### config.mk
export PLATFORM = sky130hd
export DESIGN_NAME = tccw_front
export DESIGN_NICKNAME = d
export VERILOG_FILES = /design/src/design/tccw_pkg.sv /design/src/design/tccw_front.sv
export SDC_FILE = /design/constraint.sdc
export NUM_CORES = 1
export LEC_CHECK = 0
export BUFFER_PORTS_ARGS = -buffer_cell sky130_fd_sc_hd__buf_2
export CAP_MARGIN = 20
export CORE_MARGIN = 3
export CORE_UTILIZATION = 25
export DETAILED_ROUTE_END_ITERATION = 6
export PLACE_DENSITY = 0.89
export SYNTH_ARGS = -nofsm -noshare
export SYNTH_HDL_FRONTEND = slang
export SYNTH_SLANG_ARGS = --single-unit
### constraint.sdc
create_clock -name vclk -period 2.25
set_clock_uncertainty 0.1 [all_clocks]
set_input_delay 0.45 -clock vclk [all_inputs]
set_output_delay 0.45 -clock vclk [all_outputs]
set_load 0.02 [all_outputs]
### src/design/tccw_pkg.sv
package tccw_pkg;

    localparam int OP_W     = 3;
    localparam int CHAR_W   = 8;
    localparam int COL_W    = 8;
    localparam int ROW_W    = 13;
    localparam int STATUS_W = 2;
    localparam int CFG_IDX_W = 1;
    localparam int CFG_W    = 8;
    localparam int ADDR_W   = ROW_W + COL_W + 1;

    localparam int QUEUE_DEPTH = 2;
    localparam int QPTR_W      = $clog2(QUEUE_DEPTH);
    localparam int QCNT_W      = $clog2(QUEUE_DEPTH + 1);

    localparam logic [OP_W-1:0] OP_PUT_CHAR = 3'd0;
    localparam logic [OP_W-1:0] OP_SET_BOTH = 3'd1;
    localparam logic [OP_W-1:0] OP_SET_COL  = 3'd2;
    localparam logic [OP_W-1:0] OP_SET_ROW  = 3'd3;
    localparam logic [OP_W-1:0] OP_CLEAR    = 3'd4;
    localparam logic [OP_W-1:0] OP_READ     = 3'd5;

    localparam logic [CFG_IDX_W-1:0] REG_COLUMNS = 1'd0;
    localparam logic [CFG_IDX_W-1:0] REG_ROWS    = 1'd1;

    localparam logic [COL_W-1:0] COLUMNS_RESET = 8'd80;
    localparam logic [COL_W-1:0] ROWS_RESET    = 8'd25;

    localparam logic [STATUS_W-1:0] STATUS_DONE    = 2'd0;
    localparam logic [STATUS_W-1:0] STATUS_ZERO    = 2'd1;
    localparam logic [STATUS_W-1:0] STATUS_CLEARED = 2'd2;

    localparam logic [CHAR_W-1:0] CHAR_NUL   = 8'h00;
    localparam logic [CHAR_W-1:0] CHAR_BS    = 8'h08;
    localparam logic [CHAR_W-1:0] CHAR_TAB   = 8'h09;
    localparam logic [CHAR_W-1:0] CHAR_NL    = 8'h0A;
    localparam logic [CHAR_W-1:0] CHAR_SPACE = 8'h20;

    typedef enum logic [2:0] {
        K_PUT,
        K_SET_BOTH,
        K_SET_COL,
        K_SET_ROW,
        K_CLEAR,
        K_READ,
        K_NOP
    } kind_t;

    typedef enum logic [2:0] {
        C_ZERO,
        C_BS,
        C_TAB,
        C_NL,
        C_PRINT,
        C_OTHER
    } char_kind_t;

    typedef struct packed {
        kind_t              kind;
        char_kind_t         char_kind;
        logic [CHAR_W-1:0]  char_code;
        logic [COL_W-1:0]   new_column;
        logic [ROW_W-1:0]   new_row;
        logic [ROW_W-1:0]   read_address;
    } cmd_t;

endpackage

### src/design/tccw_front.sv
module tccw_front (
    input  logic                          in_valid,
    output logic                          in_ready,
    input  logic [tccw_pkg::OP_W-1:0]     op,
    input  logic [tccw_pkg::CHAR_W-1:0]   char_code,
    input  logic [tccw_pkg::COL_W-1:0]    new_column,
    input  logic [tccw_pkg::ROW_W-1:0]    new_row,
    input  logic [tccw_pkg::ROW_W-1:0]    read_address,
    input  logic                          init_busy,
    input  logic                          q_full,
    output logic                          q_push,
    output tccw_pkg::cmd_t                q_cmd
);

    tccw_pkg::kind_t      kind;
    tccw_pkg::char_kind_t char_kind;

    always_comb
    begin
        case (op)
            tccw_pkg::OP_PUT_CHAR: kind = tccw_pkg::K_PUT;
            tccw_pkg::OP_SET_BOTH: kind = tccw_pkg::K_SET_BOTH;
            tccw_pkg::OP_SET_COL:  kind = tccw_pkg::K_SET_COL;
            tccw_pkg::OP_SET_ROW:  kind = tccw_pkg::K_SET_ROW;
            tccw_pkg::OP_CLEAR:    kind = tccw_pkg::K_CLEAR;
            tccw_pkg::OP_READ:     kind = tccw_pkg::K_READ;
            default:               kind = tccw_pkg::K_NOP;
        endcase
    end

    always_comb
    begin
        case (char_code)
            tccw_pkg::CHAR_NUL: char_kind = tccw_pkg::C_ZERO;
            tccw_pkg::CHAR_BS:  char_kind = tccw_pkg::C_BS;
            tccw_pkg::CHAR_TAB: char_kind = tccw_pkg::C_TAB;
            tccw_pkg::CHAR_NL:  char_kind = tccw_pkg::C_NL;
            default:
            begin
                if (char_code >= tccw_pkg::CHAR_SPACE)
                begin
                    char_kind = tccw_pkg::C_PRINT;
                end
                else
                begin
                    char_kind = tccw_pkg::C_OTHER;
                end
            end
        endcase
    end

    assign in_ready = !q_full && !init_busy;
    assign q_push   = in_valid && in_ready;

    always_comb
    begin
        q_cmd.kind         = kind;
        q_cmd.char_kind    = char_kind;
        q_cmd.char_code    = char_code;
        q_cmd.new_column   = new_column;
        q_cmd.new_row      = new_row;
        q_cmd.read_address = read_address;
    end

endmodule

# == Word level (Yosys, flattened, before mapping) ==
# Index checks and enable logic that the tools add are counted.
# Widths: inputs -> output; s select.
# op_classes
n_reduce_logical,6
n_eq_ne,8
n_mux,3
order_cmp,1
# ops
operator,n
$eq 8x4->1 const B,3
$pmux 3 s6,1
$pmux 3 s4,1
$ge 8x6->1 const B,1
$logic_not 8->1,1
$eq 3x2->1 const B,2
$eq 3x3->1 const B,2
$eq 3x1->1 const B,1
$logic_not 3->1,1
$logic_and 1x1->1,2
$logic_not 1->1,2
$mux 1,1
# word_totals
input_bits,48
out_inout_bits,50
register_bits,0
wordCells,18

# == Longest topological paths before layout ==
# Gate-level depths: netlist of the first run.
# depth
word_depth,3
depth_mapped,3
mapped_depth_nobuf,3

# == Worst setup path before layout of the first run ==
# No wires, ideal clock.
# synth_path
kind,input to output
from,in char_code[5] (netlist name)
to,out q_cmd[43] (netlist name)
setup_slack_ns,0.493
arrival_time_ns,1.207
n_path_buf,0
required_ns,1.700
stages,3
path_cell_list,or3_4 -> nor3_2 -> and3_1
# synth_rtl
item,line_no,text
from (decl),tccw_front.sv:5,"input logic [tccw_pkg::CHAR_W-1:0] char_code,"
to (decl),tccw_front.sv:12,output tccw_pkg::cmd_t q_cmd

==> results of run 1 <==
[kinds of logic (layout without fill, tap and decap cells)]
group           Yosys count  count (layout)  share of synthesized area
xor+xnor                  2               2                    0.04243
buf+inv                  45              31                     0.7909
compound gates            4               4                    0.05454
simple gates              7               7                     0.1121
[per-layer routing]
| layer | part of all wire | global-route usage |
|---|---|---|
| met2 | 0.48 | 0.08791 |
| met4 | 0.074 | 0.03867 |
| met1 | 0.20 | 0.02500 |
| met5 | 0 | 0 |
| met3 | 0.25 | 0.02734 |
[area by class of cell]
class | count | area (µm²)
Timing Repair Buffer | 30 | 150.1
Tap cell | 16 | 20.02
Fill cell | 172 | 1264
Multi-Input combinational cell | 13 | 86.33
Inverter | 1 | 3.754
[cells in the mapped netlist]
library cell,number
buf_4,42
a21oi_1,2
clkbuf_1,2
nor2_1,2
a21boi_0,1
and2_1,1
and3_1,1
inv_1,1
nor3_1,1
nor3_2,1
o21ai_0,1
or3_4,1
xnor2_1,1
xor2_1,1
[path summary, 6_finish.rpt]
path,start,cells after the start,end
setup / recovery,char_code[5],5,q_cmd[43]
hold / removal,new_row[0],0,q_cmd[13]
[per-stage QoR]
stage	std cells	util	instance area (µm²)
floorplan	58	-	412.9
global placement	60	0.1708	260.3
detailed placement	60	0.1708	260.3
CTS	60	0.1708	260.3
global route	60	0.1708	260.3
finish	60	0.1708	260.3
[power groups by stage]
stage / logic [µW] / clock network (µW) / registers [µW]
after floorplan: 126 / 0 / 0
after global placement: 54.4 / 0 / 0
after detailed placement: 55.4 / 0 / 0
after CTS: 55.6 / 0 / 0
after global routing: 59.6 / 0 / 0
final: 54.7 / 0 / 0
[placed cells by master (no fill, tap or decap), drive strengths merged]
master,instances
a21boi,1
a21oi,2
and2,1
and3,1
buf,30
inv,1
nor2,2
nor3,2
o21ai,1
or3,1
xnor2,1
xor2,1
==> results.md, run 1 <==
* FMAX at ~520 MHz
* Via count at between 200 and 300
* Logic pwr share at 1.000
* Reg power frac at 0
* PnR worst setup slack at around 0.34 ns
* Int Power at ~22 µW
* Storage cell area at 0 µm²
* GRT overflow at 0
* Pin count of the biggest net entering global routing at 6
* Starting density of the core at 0.2709
* PortBufs at 30
* Synth warn at 0
* Post-cts resize count at 0
* DRT antenna net count at 0
* Max transition margin at 0.9059
* Net Sw Frac at 0.5888
* CP Max Fanout at 2
* Worst Path Arrival at 1.36 ns
* Critical path's largest stage delay at ~0.38 ns
* Post-CTS Hold Fix Bufs at 0
* Synth area leader: buf_4
* Fin. Hold Viols at 0
* Power density over the cells at around 210 mW/mm²
* Crit path cell chain: buf_2, or3_4, nor3_2, and3_1, buf_2
* Crit path max-delay family: simple AND/OR/NAND/NOR gates
* Routability cong. at 0.4853
* Psw at ~32 µW
* Syn Inst Count at 58
* Vias per cell at 4.283
* Seq/Total Area, Yosys at 0
* Max VDD drop at approximately 0.038 mV
* First drt pass iteration count at 2
* GRT Util Overall at 0.04467
* Min Clock Period, post-route at ~1.9 ns
* Syn Nets at ~110
* Outcome: completed
* Critical path's most frequent cell: buf_2
* Max Cap Viol at 0
* Wire per inst at between 10 and 15 µm
* Fin crit share at 0.8506
* First-pass GRT wire length at ~760 µm
* Vias in the first global route at between 200 and 250
* Die area at 0.002175 mm²
* Setup bufs post-CTS at 0
* Syn Area/Cell at about 7.1 µm²
* Slew @ Worst Pin at ~0.14 ns
* Crit path launch type: input pin
* Hold Path Class: input pin to primary output
* # IOs at 98
* Worst path bufs/invs at 2
* Syn Std Cell Area at 412.9 µm²
* Number of clock buffers in the layout at 0
* Core Footprint at roughly 0.0015 mm²
* Max Slew Vio Count at 0
* Final WL at between 600 and 700 µm
* Antenna cells at 0
* Drt first-iter violations at 2
* FP Rows at 14
* Synth area leaders: buf_4 (76%), or3_4 (2.7%), a21oi_1 (2.4%)
* Die Y at about 47 µm
* Critical Path RT at 1.70 ns
* Clock power frac at 0
* Pleak at 0.0001589 µW
* TNS Setup at 0 ns
* Layout cell share with drive strength beyond 1 at 0.7273
* Pre-CTS setup slack at between 0.3 and 0.4 ns
* Total chip power at ~55 µW
* Sequential cell count at 0
* # setup viols final at 0
* Fin nets at between 90 and 100
* Cell variety after synth at 14
* Critical Path Sink Type: primary output
* Worst path slowest cell: or3_4
* Unrepaired setup endpoints after global routing: false
* Share of the synthesized area in the top cell type at 0.7636
* Die span in x at roughly 47 µm
* DRC Markers at 0
* Initial antenna violation count at 0
* P&R area growth vs syn at -36.97%
* Hold slack at roughly 0.8 ns
* CP Class: input pin to primary output
No activity file was read; power rests on OpenSTA's default activity.
==> inputs of run 2 (changes only) <==
--- a/config.mk
+++ b/config.mk
@@ -7,10 +7,11 @@
 export LEC_CHECK = 0
 export BUFFER_PORTS_ARGS = -buffer_cell sky130_fd_sc_hd__buf_2
 export CAP_MARGIN = 20
-export CORE_MARGIN = 3
+export CORE_MARGIN = 8
 export CORE_UTILIZATION = 25
 export DETAILED_ROUTE_END_ITERATION = 6
 export PLACE_DENSITY = 0.89
+export SKIP_LAST_GASP = 1
 export SYNTH_ARGS = -nofsm -noshare
 export SYNTH_HDL_FRONTEND = slang
 export SYNTH_SLANG_ARGS = --single-unit
==> results.md, run 2 (same netlist as run 1, synthesis figures left out) <==
* Min Clock Period, post-route at 1.954 ns (was 1.914 ns)
* Crit path cell chain: buf_2, or3_4, nor3_2, and3_1, buf_2 (unchanged)
* Drt first-iter violations at 3 (was 2)
* Fin nets at 94 (unchanged)
* Pin count of the biggest net entering global routing at 6 (unchanged)
* Worst path bufs/invs at 2 (unchanged)
* Vias in the first global route at 273 (was 201)
* Post-CTS Hold Fix Bufs at 0 (unchanged)
* # IOs at 98 (unchanged)
* DRT antenna net count at 0 (unchanged)
* Final core occ at 0.1708 (unchanged)
* CP Max Fanout at 2 (unchanged)
* Reg power frac at 0 (about the same)
* GRT Util Overall at 0.05088 (was 0.04467)
* Critical path's largest stage delay at 0.38 ns (about the same)
* Net Sw Frac at 0.6020 (was 0.5888)
* First-pass GRT wire length at 1.393 mm (was 759 µm)
* Final WL at 929 µm (was 675 µm)
* Post-detail-place hpwl at between 800 and 900 µm
* Antenna cells at 0 (unchanged)
* Wire per inst at 15.48 µm (was 11.25 µm)
* Vias per cell at 4.183 (was 4.283)
* Outcome: completed (unchanged)
* Psw at 34.07 µW (was 32.21 µW)
* Via count at 251 (was 257)
* Worst Path Arrival at 1.40 ns (was 1.36 ns)
* Fin. Hold Viols at 0 (unchanged)
* Layout cell share with drive strength beyond 1 at 0.7273 (unchanged)
* Most frequent cells in the layout: buf_2 (30), nor2_1 (2), a21oi_1 (2) (unchanged)
* Die span in x at 56.64 µm (was 46.64 µm)
* Initial antenna violation count at 0 (unchanged)
* Crit path launch type: input pin (unchanged)
* Power density over the cells at 217.4 mW/mm² (was 210.2 mW/mm²)
* P&R area growth vs syn at -36.97% (unchanged)
* Critical Path Sink Type: primary output (unchanged)
* Clock power frac at 0 (about the same)
* Worst path slowest cell: or3_4 (unchanged)
* Max Slew Vio Count at 0 (unchanged)
* CP Class: input pin to primary output (unchanged)
* Number of clock buffers in the layout at 0 (unchanged)
* FP Rows at 14 (unchanged)
* Hold slack at 0.8000 ns (about the same)
* PortBufs at 30 (unchanged)
* DRC Markers at 0 (unchanged)
* Core Footprint at 0.001524 mm² (unchanged)
* PnR worst setup slack at 0.2957 ns (was 0.3361 ns)
* Pleak at 0.0001589 µW (unchanged)
* Commonest non-fill, non-tap cell in the layout: buf_2 (unchanged)
* FMAX at 511.7 MHz (was 522.5 MHz)
* GRT overflow at 0 (unchanged)
* Critical path's most frequent cell: buf_2 (unchanged)
* Setup bufs post-CTS at 0 (unchanged)
* TNS Setup at 0 ns (unchanged)
* Sequential cell count at 0 (unchanged)
* Unrepaired setup endpoints after global routing: false (unchanged)
* Max Cap Viol at 0 (unchanged)
* Crit path max-delay family: simple AND/OR/NAND/NOR gates (unchanged)
* Storage cell area at 0 µm² (unchanged)
* Fin crit share at 0.8686 (was 0.8506)
* Max transition margin at 0.8847 (was 0.9059)
* Die area at 0.003208 mm² (was 0.002175 mm²)
* # setup viols final at 0 (unchanged)
* First drt pass iteration count at 2 (unchanged)
* Critical Path RT at 1.70 ns (about the same)
* Logic pwr share at 1.000 (about the same)
* Int Power at 22.52 µW (was 22.49 µW)
* Pre-CTS setup slack at 0.2839 ns (was 0.3258 ns)
* Die Y at 56.64 µm (was 46.64 µm)
* Routability cong. at 0.6459 (was 0.4853)
* Starting density of the core at 0.2709 (unchanged)
* Max VDD drop at 0.05460 mV (was 0.03758 mV)
* Slew @ Worst Pin at 0.1712 ns (was 0.1401 ns)
* Hold Path Class: input pin to primary output (unchanged)
* Post-cts resize count at 0 (unchanged)
## run 2: worst paths after layout
kind / endpoint / slack [ns] / cells after the start / startpoint
hold / removal: q_cmd[20] / 0.80 / 0 / new_row[7]
setup / recovery: q_cmd[43] / 0.30 / 5 / char_code[5]
## run 2: area by class of cell
class / count / area [µm²]
timing repair buffer: 30 / 150.1
fill: 178 / 1264
multi-input combinational: 13 / 86.33
inverter: 1 / 3.754
tap: 16 / 20.02
## run 2: through the flow
stage / power [µW] / cells / area (µm²)
finish: 56.59 / 60 / 260.3
global route: 61.04 / 60 / 260.3
CTS: 57.37 / 60 / 260.3
detailed placement: 57.15 / 60 / 260.3
global placement: 55.86 / 60 / 260.3
floorplan: 126.0 / 58 / 412.9
## run 2: power groups by stage
stage               combinational [µW]  sequential, µW  clock, µW
floorplan                          126               0          0
global placement                  55.9               0          0
detailed placement                57.1               0          0
CTS                               57.4               0          0
global route                      61.0               0          0
finish                            56.6               0          0
## run 2: layer usage
layer,GRT usage,wire (µm)
met5,0,0
met4,0.04811,64
met3,0.01573,101
met1,0.03666,251
met2,0.09875,511
