File: src/design/tccw_pkg.sv
package tccw_pkg;

    localparam int OP_W     = 3;
    localparam int CHAR_W   = 8;
    localparam int COL_W    = 8;
    localparam int ROW_W    = 13;
    localparam int STATUS_W = 2;
    localparam int CFG_IDX_W = 1;
    localparam int CFG_W    = 8;
    localparam int ADDR_W   = ROW_W + COL_W + 1;

    localparam int QUEUE_DEPTH = 2;
    localparam int QPTR_W      = $clog2(QUEUE_DEPTH);
    localparam int QCNT_W      = $clog2(QUEUE_DEPTH + 1);

    localparam logic [OP_W-1:0] OP_PUT_CHAR = 3'd0;
    localparam logic [OP_W-1:0] OP_SET_BOTH = 3'd1;
    localparam logic [OP_W-1:0] OP_SET_COL  = 3'd2;
    localparam logic [OP_W-1:0] OP_SET_ROW  = 3'd3;
    localparam logic [OP_W-1:0] OP_CLEAR    = 3'd4;
    localparam logic [OP_W-1:0] OP_READ     = 3'd5;

    localparam logic [CFG_IDX_W-1:0] REG_COLUMNS = 1'd0;
    localparam logic [CFG_IDX_W-1:0] REG_ROWS    = 1'd1;

    localparam logic [COL_W-1:0] COLUMNS_RESET = 8'd80;
    localparam logic [COL_W-1:0] ROWS_RESET    = 8'd25;

    localparam logic [STATUS_W-1:0] STATUS_DONE    = 2'd0;
    localparam logic [STATUS_W-1:0] STATUS_ZERO    = 2'd1;
    localparam logic [STATUS_W-1:0] STATUS_CLEARED = 2'd2;

    localparam logic [CHAR_W-1:0] CHAR_NUL   = 8'h00;
    localparam logic [CHAR_W-1:0] CHAR_BS    = 8'h08;
    localparam logic [CHAR_W-1:0] CHAR_TAB   = 8'h09;
    localparam logic [CHAR_W-1:0] CHAR_NL    = 8'h0A;
    localparam logic [CHAR_W-1:0] CHAR_SPACE = 8'h20;

    typedef enum logic [2:0] {
        K_PUT,
        K_SET_BOTH,
        K_SET_COL,
        K_SET_ROW,
        K_CLEAR,
        K_READ,
        K_NOP
    } kind_t;

    typedef enum logic [2:0] {
        C_ZERO,
        C_BS,
        C_TAB,
        C_NL,
        C_PRINT,
        C_OTHER
    } char_kind_t;

    typedef struct packed {
        kind_t              kind;
        char_kind_t         char_kind;
        logic [CHAR_W-1:0]  char_code;
        logic [COL_W-1:0]   new_column;
        logic [ROW_W-1:0]   new_row;
        logic [ROW_W-1:0]   read_address;
    } cmd_t;

endpackage

File: src/design/tccw_queue.sv
module tccw_queue (
    input  logic           clk,
    input  logic           rst_n,
    input  logic           push,
    input  tccw_pkg::cmd_t push_cmd,
    output logic           full,
    input  logic           pop,
    output tccw_pkg::cmd_t pop_cmd,
    output logic           empty
);

    tccw_pkg::cmd_t                   entry_reg [tccw_pkg::QUEUE_DEPTH];
    logic [tccw_pkg::QPTR_W-1:0]      wr_ptr_reg;
    logic [tccw_pkg::QPTR_W-1:0]      wr_ptr_next;
    logic [tccw_pkg::QPTR_W-1:0]      rd_ptr_reg;
    logic [tccw_pkg::QPTR_W-1:0]      rd_ptr_next;
    logic [tccw_pkg::QCNT_W-1:0]      count_reg;
    logic [tccw_pkg::QCNT_W-1:0]      count_next;

    assign full    = (count_reg == tccw_pkg::QCNT_W'(tccw_pkg::QUEUE_DEPTH));
    assign empty   = (count_reg == '0);
    assign pop_cmd = entry_reg[rd_ptr_reg];

    always_comb
    begin
        wr_ptr_next = wr_ptr_reg;
        rd_ptr_next = rd_ptr_reg;
        count_next  = count_reg;
        if (push)
        begin
            wr_ptr_next = wr_ptr_reg + 1'b1;
        end
        if (pop)
        begin
            rd_ptr_next = rd_ptr_reg + 1'b1;
        end
        if (push && !pop)
        begin
            count_next = count_reg + 1'b1;
        end
        else if (pop && !push)
        begin
            count_next = count_reg - 1'b1;
        end
    end

    always_ff @(posedge clk or negedge rst_n)
    begin
        if (!rst_n)
        begin
            wr_ptr_reg <= '0;
            rd_ptr_reg <= '0;
            count_reg  <= '0;
        end
        else
        begin
            wr_ptr_reg <= wr_ptr_next;
            rd_ptr_reg <= rd_ptr_next;
            count_reg  <= count_next;
        end
    end

    always_ff @(posedge clk)
    begin
        if (push)
        begin
            entry_reg[wr_ptr_reg] <= push_cmd;
        end
    end

endmodule

File: config.mk
export PLATFORM = sky130hd
export DESIGN_NAME = tccw_queue
export DESIGN_NICKNAME = d
export VERILOG_FILES = /design/src/design/tccw_pkg.sv /design/src/design/tccw_queue.sv
export SDC_FILE = /design/constraint.sdc
export NUM_CORES = 1
export LEC_CHECK = 0
export ABC_AREA = 0
export BUFFER_PORTS_ARGS = -buffer_cell sky130_fd_sc_hd__buf_4
export CORE_ASPECT_RATIO = 1.25
export CORE_MARGIN = 8
export CORE_UTILIZATION = 55
export CTS_BUF_LIST = sky130_fd_sc_hd__clkbuf_8
export CTS_CLUSTER_SIZE = 40
export DETAILED_ROUTE_END_ITERATION = 10
export GPL_ROUTABILITY_DRIVEN = 0
export HOLD_SLACK_MARGIN = 0.06
export PLACE_DENSITY = 0.79
export SYNTH_ARGS = -nofsm -noshare
export SYNTH_HDL_FRONTEND = slang
export SYNTH_SLANG_ARGS = --single-unit
File: constraint.sdc
create_clock -name clk -period 5.1 [get_ports clk]
set_input_delay 1.02 -clock clk [delete_from_list [all_inputs] [get_ports clk]]
set_output_delay 1.02 -clock clk [all_outputs]
set_load 0.02 [all_outputs]
# == Yosys cells after proc, flatten, opt, wreduce, memory -nomap -nowiden ==
# Memory sizes are Yosys's and may differ from the RTL's.
# Index checks and enable logic that the tools add are counted.
# totals
ff_bits,4
ramBits,96
in_bits,52
word_cells,19
n_memories,1
# memory_table
name,words,word_bits,rd,rd_ports_with_merged_regs,write_ports,line,text
entry_reg,2,48,1,0,1,tccw_queue.sv:12,tccw_pkg::cmd_t entry_reg [tccw_pkg::QUEUE_DEPTH];
# op_classes
add_sub_neg,4
n_eq_ne,1
n_mux,4
n_reduce_logical,6
# ops
op,count
2-bit 2-to-1 mux,2
1-bit adder (second input constant),2
2-bit by 1-bit adder with 2-bit output (second input constant),1
2-bit == test (second input constant),1
1-bit logical AND,2
1-bit logical NOT,2
2-bit logical NOT,1
1-bit 2-to-1 mux,2
2-bit nonzero test,1
2-bit by 1-bit subtractor with 2-bit output (second input constant),1

# == Longest topological paths before layout ==
# Gate-level depths: netlist of run 1.
# logic_depth
depth_word,4
mapped_depth,5
ltp_nobuf,5

# == Least setup slack after synthesis of run 1 ==
# OpenSTA, ideal clock, no wires.
# synth_path
kind,input to register
from,input port push
to,memory entry_reg[0][0] (netlist bit) (enable)
setup_ps,459
t_arrival_ps,3151
required_ps,4641
path_slack_ps,1490
stages,1
path_cell_list,nor2b_1
# synth_via
elab_chain_len,2
# synth_lines
item,line,text
"start, declared",tccw_queue.sv:4,"input logic push,"
1-bit 2-to-1 mux,tccw_queue.sv:65,if (push)
1-bit 2-to-1 mux (not written as such),tccw_queue.sv:67,entry_reg[wr_ptr_reg] <= push_cmd;
"end, declared",tccw_queue.sv:12,
# No other way between the ends.

==> results.md, run 1 <==
- Status: finished, final reports clean
- Tot GR Track Use: 14.32%
- CP endpoint kind: primary output
- TritonCTS buffer count: 9
- Nets@finish: about 330
- # DRC: 0
- Final Cell Area: 0.004698 sq mm
- DIE AREA: about 0.0096 sq mm
- Setup CP Type: flip-flop to primary output
- # Max-Cap Violations: 0
- Post-Syn Nets: 218
- Reg2reg end: entry_reg[0][18]
- Critical path arrival: around 2100 ps
- Hold slack: 444.7 ps
- Max reg flops: 96
- RSZ-0062 raised after global routing: no
- CP max stage delay: 1170 ps
- Sw Pwr: 0.8245 mW
- Slew Limit Fails: 0
- Largest net degree at the start of global routing: 50
- First-pass GRT wire length: roughly 10000 microns
- Avg Vias per Cell: approximately 5.1
- Share of cells above drive strength 1: between 60% and 70%
- Pwr dens: around 540 mW/mm^2
- Number of antenna violations at the first check in global routing: 0
- Hold_buf cts: 0
- Setup Buffers After CTS: 0
- CTS max path bufs: 2
- CP startpoint kind: flip-flop
- IO Pins: 102
- Leakage power: 1.804 nW
- Sequential share of power: 48.0%
- Mapped Cells: 165
- Synth warn: 0
- Max frequency: 316.6 MHz
- Core Rows: 33
- Number of port buffers: just over 100
- Post-layout min period: between 3000 and 4000 ps
- Setup Viol. Count Final: 0
- Dpl cells: ~350
- Number of antenna-violating nets in the routed design: 0
- Ant diodes: 0
- Drt wl/cell: 18.51 microns
- Area growth syn-to-layout: 27.12%
- FF-to-FF path depth: 2
- Final period util: 61.94%
- Via count: 1859
- Initial DRC Count: about 110
- Reg2reg start: wr_ptr_reg
- Layout Utilization: 72.02%
- Worst path cell trace: mux2_2, buf_4
- Switch share: 32.50%
- Die span in y: 107.7 microns
- HP Class: primary input to asynchronous set/reset pin
- Setup TNS: 0 ps
- Fillcell total: 448
- Comb power frac: around a third
- Worst-path clk slew: 90 ps
- Chip width: 89.32 microns
- Htree depth: 3
- Detailed Place HPWL: 4691 microns
- Required time of the critical path: 4080 ps
- Clock sink count: 100
- Total global routing overflow: 0
- Pre-Repair DR Iteration Count: 4
- Internal: about 1.7 mW
- Seq/Total Area, Yosys: roughly four fifths
- Peak VDD IR: 0.3231 mV
- Library cells used by synthesis: 14
- CTS root buffer: clkbuf_8
- Final hold vios: 0
- Syn Area/Cell: ~22 sq um
- Core box area: 0.006524 sq mm
- Slew HR: 20.24%
- Critical-path top delay cell: dfrtp_2
- DP Area: approximately 0.0045 sq mm
- Skew-Pair Late Insertion Delay: 360 ps
- CTS tree: done
- CTS resizes: 0
- R2r setup slk: 3320 ps
- Synth Cell Area: 0.003696 sq mm
- Finished Layout Cells: 365
- DRT Wirelength: 6757 microns
- Clock skew: about 7.5 ps
- Flops & latches, synth: 100
- Clk pwr share: between 10% and 20%
- Vias in the first global route: around 2000
- Initial Util: 56.66%
- Worst-Margin Slew: 1196 ps
- Worst-path fanout max: 49
==> cells by family after synthesis <==
family                     Yosys count  synth area share, %
xor gates and xnor gates             5                1.185
adders and majority gates            1               0.3385
buffers and inverters                6                1.422
DFF                                100                80.70
muxes                               48                15.64
and+or+nand+nor                      5               0.7110
==> per-stage QoR <==
step                      power (mW)  setup WS (ps)
after floorplan                1.783           1490
after global placement         2.125           2288
after detailed placement       2.143           2295
after CTS                      2.565           1900
after global routing           2.643           1842
final                          2.537           1941
==> Yosys cell counts, drive strengths merged <==
cell	n	area [sq um]
and2	1	6.260
buf	5	48.79
dfrtp	4	100.1
edfxtp	96	2883
ha	1	12.51
inv	1	3.750
mux2	48	578.1
nor2	2	7.510
nor2b	2	12.51
xnor2	1	8.760
xor2	4	35.03
==> worst max-delay path by stage <==
stage,start,to,slack [ps],cells after the start
floorplan,push,entry_reg[0][0],1490,1
global placement,rd_ptr_reg,pop_cmd[43],2290,2
detailed placement,rd_ptr_reg,pop_cmd[43],2290,2
CTS,rd_ptr_reg,pop_cmd[43],1900,2
global route,rd_ptr_reg,pop_cmd[47],1840,2
finish,rd_ptr_reg,pop_cmd[21],1940,2
==> critical path, delay by kind of cell, from the launching register on <==
family,cells,cell delay [ps]
buffers and inverters,1,160
flip-flops,1,1170
multiplexers,1,430
==> layout by cell type, fill, tap and decap left out <==
master / synthesis / final
dfrtp_2: 0 / 1
inv_1: 1 / 1
and2_2: 0 / 1
clkbuf_8: 0 / 9
clkinv_4: 0 / 1
clkinvlp_4: 0 / 1
xnor2_1: 1 / 1
clkinv_2: 0 / 2
ha_1: 1 / 1
nor2b_1: 2 / 1
inv_6: 0 / 1
dfrtp_1: 4 / 3
mux2_2: 38 / 38
mux2_4: 10 / 10
buf_4: 3 / 102
xor2_1: 4 / 4
nor2_1: 2 / 2
edfxtp_1: 96 / 96
nor2b_4: 0 / 1
clkinv_1: 0 / 2
==> layout make-up <==
cell class	count	area [sq um]	area share, %
Multi-Input combinational cell	59	669.4	14.25
Clock buffer	9	123.9	2.636
Inverter	1	3.754	0.07989
Sequential cell	100	2984	63.52
Tap cell	87	108.9	2.317
Clock inverter	7	42.54	0.9055
Timing Repair Buffer	102	765.7	16.30
==> layer usage <==
layer	part of all wire, %	vias up	global-route usage [%]
met5	0	-	0
met4	2.2	0	7.867
met3	8.1	15	4.660
met2	51	73	23.67
met1	38	913	15.79
li1	-	858	-
==> power by group through the flow <==
stage          clock [mW]  combinational, mW  sequential [mW]
3_5_place_dp            0              0.901             1.24
6_report            0.433              0.886             1.22
3_3_place_gp            0              0.893             1.23
2_1_floorplan           0              0.632             1.15
4_1_cts             0.436              0.906             1.22
5_1_grt             0.465              0.937             1.24
Note: power is estimated with default switching activity, not from simulation.
==> run 2: changes to the inputs <==
--- a/config.mk
+++ b/config.mk
@@ -9,13 +9,13 @@
 export BUFFER_PORTS_ARGS = -buffer_cell sky130_fd_sc_hd__buf_4
 export CORE_ASPECT_RATIO = 1.25
 export CORE_MARGIN = 8
-export CORE_UTILIZATION = 55
+export CORE_UTILIZATION = 48
 export CTS_BUF_LIST = sky130_fd_sc_hd__clkbuf_8
 export CTS_CLUSTER_SIZE = 40
 export DETAILED_ROUTE_END_ITERATION = 10
 export GPL_ROUTABILITY_DRIVEN = 0
 export HOLD_SLACK_MARGIN = 0.06
-export PLACE_DENSITY = 0.79
+export PLACE_DENSITY = 0.73
 export SYNTH_ARGS = -nofsm -noshare
 export SYNTH_HDL_FRONTEND = slang
 export SYNTH_SLANG_ARGS = --single-unit
==> constraint.sdc (replaced) <==
create_clock -name clk -period 2.77 [get_ports clk]
set_input_delay 0.554 -clock clk [delete_from_list [all_inputs] [get_ports clk]]
set_output_delay 0.554 -clock clk [all_outputs]
set_load 0.02 [all_outputs]
==> run 2 against run 1 <==
  * Clock skew increased by 0.70 ps
  * Sequential power increased by 71%
  * Non-clock buffer count increased by 6
  * Highest routed layer unchanged
==> results.md, run 2 (same netlist as run 1, synthesis figures left out) <==
- Slew HR: approximately three quarters
- CTS resizes: 0
- TritonCTS buffer count: 9
- CTS tree: done
- Status: finished, final reports clean
- DP Area: 0.004592 sq mm
- Internal: between 3 and 4 mW
- Required time of the critical path: 2220 ps
- First-pass GRT wire length: 10380 microns
- Number of antenna-violating nets in the routed design: 0
- Detailed Place HPWL: 4897 microns
- Avg Vias per Cell: ~4.9
- Dpl cells: roughly 360
- Storage cell area: between 0.002 and 0.003 sq mm
- Comb power frac: 37.9%
- Critical path arrival: about 1600 ps
- Clock skew: approximately 8.2 ps
- Fillcell total: between 500 and 600
- Critical-path top delay cell: mux2_2
- Area growth syn-to-layout: 29.69%
- Setup Buffers After CTS: 0
- Pre-CTS WS: 938.7 ps
- Initial DRC Count: 64
- Pre-Repair DR Iteration Count: 4
- Post-layout min period: approximately 2200 ps
- Pwr dens: 998.5 mW/mm^2
- Setup CP Type: flip-flop to primary output
- HP Class: primary input to flip-flop
- RSZ-0062 raised after global routing: no
- Sw Pwr: 1.511 mW
- Core Rows: 36
- Setup TNS: 0 ps
- Leakage power: 1.850 nW
- Clk pwr share: 18.4%
- IO Pins: 102
- # Max-Cap Violations: 0
- Most common cell after layout, fill and taps aside: buf_4
- Slew Limit Fails: 0
- Number of antenna violations at the first check in global routing: 0
- Drt wl/cell: 18.20 microns
- Number of port buffers: 101
- # DRC: 0
- Tot GR Track Use: between 10 and 15%
- Share of cells above drive strength 1: about three fifths
- Largest net degree at the start of global routing: 27
- Worst path cell trace: buf_4, mux2_2, buf_4
- Htree depth: 3
- Die span in y: 114.1 microns
- Worst-path clk slew: 90 ps
- DIE AREA: 0.01078 sq mm
- Max frequency: between 400 and 500 MHz
- Total global routing overflow: 0
- CP max stage delay: 400 ps
- Final Cell Area: 0.004793 sq mm
- Finished Layout Cells: about 380
- DRT Wirelength: 6897 microns
- Hold_buf cts: 1
- CP Buf/Inv Count: 2
- Final period util: roughly four fifths
- Most frequent cells in the layout: 106 x buf_4, 96 x edfxtp_1, 38 x mux2_2
- CP endpoint kind: primary output
- CP dominant cell by count: buf_4
- Sequential share of power: 43.7%
- Worst-path fanout max: 26
- Vias in the first global route: 2107
- CP delay by family, top: buffers and inverters
- Initial Util: 48.27%
- Skew-Pair Late Insertion Delay: 340 ps
- Nets@finish: 332
- Chip width: approximately 94 microns
- CTS root buffer: clkbuf_8
- Via count: 1843
- Peak VDD IR: roughly 0.55 mV
- Multi-input logic area: 669.4 sq um
- Final WS setup: 582.6 ps
- Switch share: 31.57%
- Max reg flops: 96
- Ant diodes: 0
- Core box area: 0.007657 sq mm
- CP startpoint kind: flip-flop
- CTS max path bufs: 2
- Clock sink count: 100
- Final hold vios: 0
- Setup Viol. Count Final: 0
- Worst-Margin Slew: 390.3 ps
==> run 2: cell types whose count changed in the layout (fill, tap and decap cells not counted) <==
cell and delta:
clkinv_1 -1, buf_4 +4, buf_12 +1, clkinv_2 -1, dlygate4sd3_1 +1, bufinv_16 +1
inv_1 +1
==> run 2: area by class of cell <==
| cell class | instances | area share, % |
|---|---|---|
| sequential | 100 | 62.26 |
| timing repair buffer | 108 | 17.23 |
| multi-input combinational | 59 | 13.97 |
| clock buffer | 9 | 2.584 |
| tap | 95 | 2.480 |
| clock inverter | 7 | 1.410 |
| inverter | 1 | 0.07831 |
==> run 2: power groups by stage <==
stage / Clock [mW] / Sequential [mW] / Combinational (mW)
after floorplan: 0 / 2.11 / 1.17
final: 0.881 / 2.09 / 1.81
after global placement: 0 / 2.11 / 1.84
after detailed placement: 0 / 2.13 / 1.85
after global routing: 0.951 / 2.12 / 1.93
after CTS: 0.901 / 2.10 / 1.86
==> run 2: metal layers <==
| layer | routed length, microns | vias to the layer above | global-route usage [%] |
|---|---|---|---|
| met4 | 72 | 0 | 6.263 |
| met5 | 0 | - | 0 |
| li1 | - | 867 | - |
| met3 | 485 | 7 | 3.740 |
| met1 | 2626 | 905 | 13.21 |
| met2 | 3712 | 64 | 23.42 |
==> run 2: stage by stage <==
step / power (mW) / utilization (%) / hold slack [ps]
detailed placement: 3.981 / 59.97 / 357.0
finish: 4.786 / 62.60 / 377.1
global route: 5.007 / 62.60 / 361.5
CTS: 4.856 / 62.60 / 359.4
global placement: 3.953 / 59.97 / 353.9
floorplan: 3.279 / - / 258.4
==> run 2: path summary, 6_finish.rpt <==
kind,cells past startpoint,slack (ps),end,start
min reg2reg,1,500,count_reg[1],count_reg[1]
min in group asynchronous,2,540,rd_ptr_reg,rst_n
max reg2reg,2,1300,entry_reg[1][17],wr_ptr_reg
max,3,580,pop_cmd[46],rd_ptr_reg
max in group asynchronous,2,2110,rd_ptr_reg,rst_n
min,2,380,rd_ptr_reg,pop
